==> src/rtl/core/modexp_pkg.sv <==
// shared constants and control types for the modular exponentiation block
`default_nettype none
package modexp_pkg;

    // field widths
    localparam int RES_W    = 30;
    localparam int BASE_W   = 30;
    localparam int EXP_IN_W = 32;
    localparam int PROD_W   = 2 * RES_W;

    // default number of exponent bits taken part in
    localparam int EXP_WIDTH_DEF = 32;

    // modulus and barrett constant floor(2^60 / prime)
    localparam logic [RES_W-1:0] PRIME     = 30'd998244353;
    localparam logic [31:0]      PRIME2    = 32'd1996488706;
    localparam int               MU_W      = 31;
    localparam logic [MU_W-1:0]  MU        = MU_W'((64'd1 << 60) / 64'd998244353);
    localparam int               BAR_SHIFT = 28;

    // pipeline destination tags
    localparam logic TAG_BASE = 1'b0;
    localparam logic TAG_ACC  = 1'b1;

    // controller to datapath commands
    typedef struct packed {
        logic load;
        logic issue_sq;
        logic issue_mul;
        logic shift_exp;
        logic out_load;
    } modexp_cmd_t;

    // datapath to controller status
    typedef struct packed {
        logic out_free;
    } modexp_status_t;

endpackage
`default_nettype wire

==> src/rtl/core/modexp_mulmod.sv <==
// pipelined barrett modular multiplier, one operation issued per cycle
`default_nettype none
module modexp_mulmod (
    input  wire logic                         aclk,
    input  wire logic                         aresetn,
    input  wire logic                         in_valid,
    input  wire logic                         in_tag,
    input  wire logic [modexp_pkg::RES_W-1:0] in_a,
    input  wire logic [modexp_pkg::RES_W-1:0] in_b,
    output logic                              out_valid,
    output logic                              out_tag,
    output logic [modexp_pkg::RES_W-1:0]      out_res
);

    localparam int PW = modexp_pkg::PROD_W;
    localparam int HW = PW - modexp_pkg::BAR_SHIFT;
    localparam int TW = HW + modexp_pkg::MU_W;
    localparam int QW = TW - 32;

    logic [2:0]          vld_reg, vld_next;
    logic [2:0]          tag_reg;
    logic [PW-1:0]       prod_reg;
    logic [TW-1:0]       t_reg;
    logic [31:0]         xlo2_reg;
    logic [31:0]         xlo3_reg;
    logic [31:0]         qp_reg;
    logic [QW+modexp_pkg::RES_W-1:0] qp_full;
    logic [31:0]         rem;
    logic [31:0]         rem_m1;
    logic [31:0]         rem_m2;

    assign vld_next = {vld_reg[1:0], in_valid};
    assign qp_full  = (QW+modexp_pkg::RES_W)'(t_reg[TW-1:32])
                    * (QW+modexp_pkg::RES_W)'(modexp_pkg::PRIME);

    always_ff @(posedge aclk) begin
        if (!aresetn) begin
            vld_reg <= '0;
        end else begin
            vld_reg <= vld_next;
        end
    end

    always_ff @(posedge aclk) begin
        tag_reg  <= {tag_reg[1:0], in_tag};
        // stage 1: full product
        prod_reg <= PW'(in_a) * PW'(in_b);
        // stage 2: quotient estimate
        t_reg    <= TW'(prod_reg[PW-1:modexp_pkg::BAR_SHIFT]) * TW'(modexp_pkg::MU);
        xlo2_reg <= prod_reg[31:0];
        // stage 3: quotient times modulus, low word only
        qp_reg   <= qp_full[31:0];
        xlo3_reg <= xlo2_reg;
    end

    // remainder is below three times the modulus
    always_comb begin
        rem    = xlo3_reg - qp_reg;
        rem_m1 = rem - 32'(modexp_pkg::PRIME);
        rem_m2 = rem - modexp_pkg::PRIME2;
        if (rem >= modexp_pkg::PRIME2) begin
            out_res = rem_m2[modexp_pkg::RES_W-1:0];
        end else if (rem >= 32'(modexp_pkg::PRIME)) begin
            out_res = rem_m1[modexp_pkg::RES_W-1:0];
        end else begin
            out_res = rem[modexp_pkg::RES_W-1:0];
        end
    end

    assign out_valid = vld_reg[2];
    assign out_tag   = tag_reg[2];

endmodule
`default_nettype wire

==> src/rtl/core/modexp_datapath.sv <==
// operand, accumulator, exponent and result registers around the multiplier
`default_nettype none
module modexp_datapath #(
    parameter int EXP_WIDTH = modexp_pkg::EXP_WIDTH_DEF
) (
    input  wire logic                            aclk,
    input  wire logic                            aresetn,
    input  wire modexp_pkg::modexp_cmd_t         cmd,
    output modexp_pkg::modexp_status_t           status,
    input  wire logic [modexp_pkg::BASE_W-1:0]   s_base_value,
    input  wire logic [modexp_pkg::EXP_IN_W-1:0] s_exponent_value,
    output logic                                 m_valid,
    input  wire logic                            m_ready,
    output logic [modexp_pkg::RES_W-1:0]         m_power_residue
);

    logic [modexp_pkg::RES_W-1:0] base_reg, base_next;
    logic [modexp_pkg::RES_W-1:0] acc_reg, acc_next;
    logic [EXP_WIDTH-1:0]         exp_reg, exp_next;
    logic [modexp_pkg::RES_W-1:0] out_reg, out_next;
    logic                         out_valid_reg, out_valid_next;
    logic [63:0]                  exp_ext;
    logic [modexp_pkg::BASE_W-1:0] base_sub;

    logic                         mm_in_valid;
    logic                         mm_in_tag;
    logic [modexp_pkg::RES_W-1:0] mm_in_a;
    logic                         mm_out_valid;
    logic                         mm_out_tag;
    logic [modexp_pkg::RES_W-1:0] mm_out_res;

    // square always issues, the multiply only for a set exponent bit
    assign mm_in_valid = cmd.issue_sq | (cmd.issue_mul & exp_reg[0]);
    assign mm_in_tag   = cmd.issue_mul ? modexp_pkg::TAG_ACC : modexp_pkg::TAG_BASE;
    assign mm_in_a     = cmd.issue_mul ? acc_reg : base_reg;

    modexp_mulmod u_mulmod (
        .aclk     (aclk),
        .aresetn  (aresetn),
        .in_valid (mm_in_valid),
        .in_tag   (mm_in_tag),
        .in_a     (mm_in_a),
        .in_b     (base_reg),
        .out_valid(mm_out_valid),
        .out_tag  (mm_out_tag),
        .out_res  (mm_out_res)
    );

    assign exp_ext  = {32'd0, s_exponent_value};
    assign base_sub = s_base_value - modexp_pkg::PRIME;

    always_comb begin
        base_next = base_reg;
        acc_next  = acc_reg;
        exp_next  = exp_reg;
        if (cmd.load) begin
            // base is below twice the modulus
            base_next = (s_base_value >= modexp_pkg::PRIME) ? base_sub : s_base_value;
            acc_next  = modexp_pkg::RES_W'(1);
            exp_next  = exp_ext[EXP_WIDTH-1:0];
        end else begin
            if (mm_out_valid && mm_out_tag == modexp_pkg::TAG_BASE) begin
                base_next = mm_out_res;
            end
            if (mm_out_valid && mm_out_tag == modexp_pkg::TAG_ACC) begin
                acc_next = mm_out_res;
            end
            if (cmd.shift_exp) begin
                exp_next = exp_reg >> 1;
            end
        end
    end

    always_comb begin
        out_next       = out_reg;
        out_valid_next = out_valid_reg;
        if (cmd.out_load) begin
            out_next       = acc_reg;
            out_valid_next = 1'b1;
        end else if (m_ready) begin
            out_valid_next = 1'b0;
        end
    end

    always_ff @(posedge aclk) begin
        if (!aresetn) begin
            out_valid_reg <= 1'b0;
        end else begin
            out_valid_reg <= out_valid_next;
        end
    end

    always_ff @(posedge aclk) begin
        base_reg <= base_next;
        acc_reg  <= acc_next;
        exp_reg  <= exp_next;
        out_reg  <= out_next;
    end

    assign status.out_free = !out_valid_reg || m_ready;
    assign m_valid         = out_valid_reg;
    assign m_power_residue = out_reg;

endmodule
`default_nettype wire

==> src/rtl/core/modexp_ctrl.sv <==
// sequencer for square-and-multiply over the exponent bits
`default_nettype none
module modexp_ctrl #(
    parameter int EXP_WIDTH = modexp_pkg::EXP_WIDTH_DEF
) (
    input  wire logic                       aclk,
    input  wire logic                       aresetn,
    input  wire logic                       s_valid,
    output logic                            s_ready,
    output modexp_pkg::modexp_cmd_t         cmd,
    input  wire modexp_pkg::modexp_status_t status
);

    localparam int CNT_W = (EXP_WIDTH > 1) ? $clog2(EXP_WIDTH) : 1;
    localparam logic [CNT_W-1:0] LAST_BIT = CNT_W'(EXP_WIDTH - 1);

    localparam logic [1:0] ST_IDLE   = 2'd0;
    localparam logic [1:0] ST_RUN    = 2'd1;
    localparam logic [1:0] ST_DRAIN  = 2'd2;
    localparam logic [1:0] ST_FINISH = 2'd3;

    localparam logic [1:0] PH_SQ  = 2'd0;
    localparam logic [1:0] PH_MUL = 2'd1;
    localparam logic [1:0] PH_END = 2'd3;

    logic [1:0]       state_reg, state_next;
    logic [1:0]       phase_reg, phase_next;
    logic [CNT_W-1:0] bit_reg, bit_next;

    always_comb begin
        state_next = state_reg;
        phase_next = phase_reg;
        bit_next   = bit_reg;
        cmd        = '0;
        s_ready    = 1'b0;
        unique case (state_reg)
            ST_IDLE: begin
                s_ready  = 1'b1;
                cmd.load = s_valid;
                if (s_valid) begin
                    state_next = ST_RUN;
                    phase_next = PH_SQ;
                    bit_next   = '0;
                end
            end
            ST_RUN: begin
                cmd.issue_sq  = (phase_reg == PH_SQ);
                cmd.issue_mul = (phase_reg == PH_MUL);
                cmd.shift_exp = (phase_reg == PH_MUL);
                phase_next    = phase_reg + 2'd1;
                if (phase_reg == PH_END) begin
                    if (bit_reg == LAST_BIT) begin
                        state_next = ST_DRAIN;
                    end else begin
                        bit_next = bit_reg + CNT_W'(1);
                    end
                end
            end
            ST_DRAIN: begin
                state_next = ST_FINISH;
            end
            ST_FINISH: begin
                if (status.out_free) begin
                    cmd.out_load = 1'b1;
                    state_next   = ST_IDLE;
                end
            end
            default: begin
                state_next = ST_IDLE;
            end
        endcase
    end

    always_ff @(posedge aclk) begin
        if (!aresetn) begin
            state_reg <= ST_IDLE;
            phase_reg <= PH_SQ;
            bit_reg   <= '0;
        end else begin
            state_reg <= state_next;
            phase_reg <= phase_next;
            bit_reg   <= bit_next;
        end
    end

endmodule
`default_nettype wire

==> src/rtl/core/modular_exponentiation.sv <==
// modular exponentiation top level: base^exponent mod 998244353
// one transaction at a time: a new one is taken only after the previous result is loaded into
// the output register, and each exponent bit loops through the barrett multiplier
// a new input transaction is taken while the previous result waits in the output register
// reset: synchronous active-low aresetn clears the sequencer and the output valid
`default_nettype none
module modular_exponentiation #(
    parameter int EXP_WIDTH = modexp_pkg::EXP_WIDTH_DEF
) (
    input  wire logic                            aclk,
    input  wire logic                            aresetn,
    // input transaction channel
    input  wire logic                            s_valid,
    output logic                                 s_ready,
    input  wire logic [modexp_pkg::BASE_W-1:0]   s_base_value,
    input  wire logic [modexp_pkg::EXP_IN_W-1:0] s_exponent_value,
    // result transaction channel
    output logic                                 m_valid,
    input  wire logic                            m_ready,
    output logic [modexp_pkg::RES_W-1:0]         m_power_residue
);

    // command and status between sequencer and datapath
    modexp_pkg::modexp_cmd_t    cmd;
    modexp_pkg::modexp_status_t status;

    // sequencer: one square and one conditional multiply per exponent bit
    modexp_ctrl #(
        .EXP_WIDTH(EXP_WIDTH)
    ) u_ctrl (
        .aclk    (aclk),
        .aresetn (aresetn),
        .s_valid (s_valid),
        .s_ready (s_ready),
        .cmd     (cmd),
        .status  (status)
    );

    // datapath: base, accumulator, exponent shifter, multiplier and output register
    modexp_datapath #(
        .EXP_WIDTH(EXP_WIDTH)
    ) u_datapath (
        .aclk            (aclk),
        .aresetn         (aresetn),
        .cmd             (cmd),
        .status          (status),
        .s_base_value    (s_base_value),
        .s_exponent_value(s_exponent_value),
        .m_valid         (m_valid),
        .m_ready         (m_ready),
        .m_power_residue (m_power_residue)
    );

endmodule
`default_nettype wire

==> config.mk <==
export PLATFORM = sky130hd
export DESIGN_NAME = modular_exponentiation
export DESIGN_NICKNAME = d
export VERILOG_FILES = /design/src/rtl/core/modexp_pkg.sv /design/src/rtl/core/modexp_mulmod.sv /design/src/rtl/core/modexp_datapath.sv /design/src/rtl/core/modexp_ctrl.sv /design/src/rtl/core/modular_exponentiation.sv
export SDC_FILE = /design/constraint.sdc
export NUM_CORES = 2
export LEC_CHECK = 0
export ABC_AREA = 1
export BUFFER_PORTS_ARGS = -buffer_cell sky130_fd_sc_hd__buf_4
export CAP_MARGIN = 20
export CELL_PAD_IN_SITES_DETAIL_PLACEMENT = 1
export CELL_PAD_IN_SITES_GLOBAL_PLACEMENT = 1
export CORE_MARGIN = 2
export CORE_UTILIZATION = 50
export CTS_CLUSTER_DIAMETER = 50
export DETAILED_ROUTE_END_ITERATION = 6
export PLACE_DENSITY = 0.78
export SLEW_MARGIN = 25
export SYNTH_ARGS = -nofsm -noshare
export SYNTH_HDL_FRONTEND = slang
export SYNTH_SLANG_ARGS = --single-unit
==> constraint.sdc <==
create_clock -name aclk -period 13.7 [get_ports aclk]
set_input_delay 2.055 -clock aclk [delete_from_list [all_inputs] [get_ports aclk]]
set_output_delay 2.055 -clock aclk [all_outputs]
set_load 0.01 [all_outputs]
==> summary.txt <==
Clock tree
  – CTS Buffer Depth: 3
  – Worst-Skew Late Latency: 0.58 ns
  – Root Driver: clkbuf_16
  – H-tree levels: 2
  – Register clock-pin slew on the reported worst setup and hold paths: 0.06 ns
  – CTS tree: done
  – CTS buffer count: 42
  – Clock sink total: 325
  – Post-cts resize count: 0
  – Hold bufs inserted after CTS: 0
  – Post-CTS setup buffers: 0

Placed design
  – # port buffers: 97
  – Pre-CTS setup slack: 3.48 ns
  – Placer Congestion: 1.01
  – Placed Instances: 8652
  – Dpl hpwl: 185000 µm

Worst setup path
  – Required time of the critical path: 14.20 ns
  – Crit path DAT: 11.04 ns
  – Worst Setup Start Kind: register
  – Slowest CP cell: a21oi_1
  – Crit path top cell by count: fa_1
  – Max FO, Critical Path: 19
  – Crit end category: register
  – Slowest stage delay, CP: 0.99 ns
  – Setup CP Type: register to register

Synth
  – Synth area leader: fa_1
  – Netlist cell types: 52
  – Ys flop type: dfxtp_1
  – Avg Cell Area, Syn: 8.27 µm²
  – Synthesized cell area: 58900 µm²
  – Most common cell in the netlist: inv_1
  – Mapped Nets: 8977
  – Post-synth EDFFs: 92
  – Post-Synthesis Cells: 7119
  – Synth area leaders: fa_1 36%, ha_1 16%, inv_1 11%
  – Synth warn: 0
  – Ys async rst share: 0%
  – Register area share after synthesis: 12.6%
  – Yosys reg bits: 325
  – Post-synth top area share: 36.0%
  – Commonest cells post-synth: 1729 x inv_1, 1319 x nand2_1, 1058 x fa_1

Drt
  – Drt via density: 5.60
  – Mean routed wirelength per cell: 25.4 µm
  – Vias: 48900
  – Drt initial violations: 3651
  – Final ANT Viol Nets: 0
  – Routed WL: 222000 µm
  – DRC viols: 0
  – Router iterations before antenna repair: 6

Final layout
  – Layout Nets: 9030
  – Area Growth Syn to Fin: 7.03%
  – Final Non-Filler Cells: 8733
  – Layout cells sized above 1: 4.27%
  – Flip-flop count of the largest register after layout: 60

STA
  – Minimum clock period: 10.54 ns
  – Rel. slew slack: 21.5%
  – # setup viols final: 0
  – Fin crit share: 76.9%
  – Worst setup margin: 3.16 ns
  – Clock skew: 0.0167 ns
  – Setup TNS: 0 ns
  – Unrepaired setup endpoints after global routing: no
  – Final Max Tran Viols: 0
  – Fmax: 0.0949 GHz
  – Pin slew with the least headroom to its limit: 1.18 ns
  – Final Hold Viols: 0
  – Hold WS: 0.318 ns

Global route
  – First-pass GRT wire length: 338000 µm
  – Vias in the first global route: 55300
  – Grt ovf: 0
  – Largest net degree at the start of global routing: 98
  – Initial antenna violation count: 7
  – GRT Total Usage: 37.6%

Die
  – Area of the die: 121000 µm²
  – Top-Level Pins: 98
  – Row count: 125
  – Placeable Area: 117000 µm²
  – Die Wd: 347 µm
  – Starting Density: 50.5%
  – Die Y: 347 µm

Hold path
  – Min-Delay Path Class: register to register

Flow run
  – Max-cap check violation count: 0

Status
  – Status: completed
-- cells by family after synthesis --
group                    share of synthesized area [%]
AND/OR/NAND/NOR                                   16.3
buffers and inverters                             12.4
adder cells (fa/ha/maj)                           51.6
AO/OA/AOI/OAI                                     4.51
flip-flops                                        12.6
XOR/XNOR                                          2.63
-- metrics by stage --
stage | area, µm² | util, %
floorplan | 58900 | -
global placement | 61500 | 52.8
detailed placement | 61600 | 52.8
CTS | 63000 | 54.1
global route | 63000 | 54.1
finish | 63000 | 54.1
-- layer usage --
| metal | track usage [%] | share of wire [%] |
|---|---|---|
| met5 | 0 | 0.017 |
| met1 | 46.1 | 38 |
| met3 | 7.46 | 8.3 |
| met2 | 62.6 | 47 |
| met4 | 20.2 | 6.6 |
-- worst paths after layout --
path                                                                  to                                    start  slack (ns)  cells past startpoint
worst min-delay path             u_datapath.u_mulmod.xlo2_reg[9]$_DFF_P_  u_datapath.u_mulmod.prod_reg[9]$_DFF_P_        0.32                      0
worst max register to register  u_datapath.u_mulmod.prod_reg[52]$_DFF_P_         u_ctrl.state_reg[1]$_SDFFE_PN0P_        3.16                     31
worst max-delay path            u_datapath.u_mulmod.prod_reg[52]$_DFF_P_         u_ctrl.state_reg[1]$_SDFFE_PN0P_        3.16                     31
worst min register to register   u_datapath.u_mulmod.xlo2_reg[9]$_DFF_P_  u_datapath.u_mulmod.prod_reg[9]$_DFF_P_        0.32                      0
-- cells in the final DEF (no fill, tap or decap), types with 17 or more instances in the layout --
cell	instances
a21oi_1	209
a31oi_1	38
buf_4	188
clkbuf_16	42
clkinv_1	17
dfxtp_1	233
edfxtp_1	92
fa_1	1058
ha_1	734
inv_1	1728
nand2_1	1316
nand3_1	165
nand4_1	31
nor2_1	808
nor3_1	29
o21ai_0	120
o21ai_1	33
xnor2_1	69
xor2_1	104
-- critical path, delay by kind of cell (launching register included) --
kind | cells | cell delay (ns)
fa+ha+maj | 10 | 4.70
compound gates | 6 | 2.09
buf+inv | 8 | 1.60
simple gates | 6 | 1.44
flops | 1 | 0.37
xor+xnor | 1 | 0.17
-- final cells by class --
type | count | area, µm²
Inverter | 1751 | 6570
Clock buffer | 54 | 1150
Fill cell | 14100 | 53500
Sequential cell | 325 | 7430
Tap cell | 1524 | 1910
Clock inverter | 23 | 277
Antenna cell | 4 | 10.0
Timing Repair Buffer | 189 | 1440
Multi-Input combinational cell | 4863 | 44200
Power is left out: the tool's default activity adds up to more than one toggle a clock period on the data nets, which glitch-free logic cannot reach.
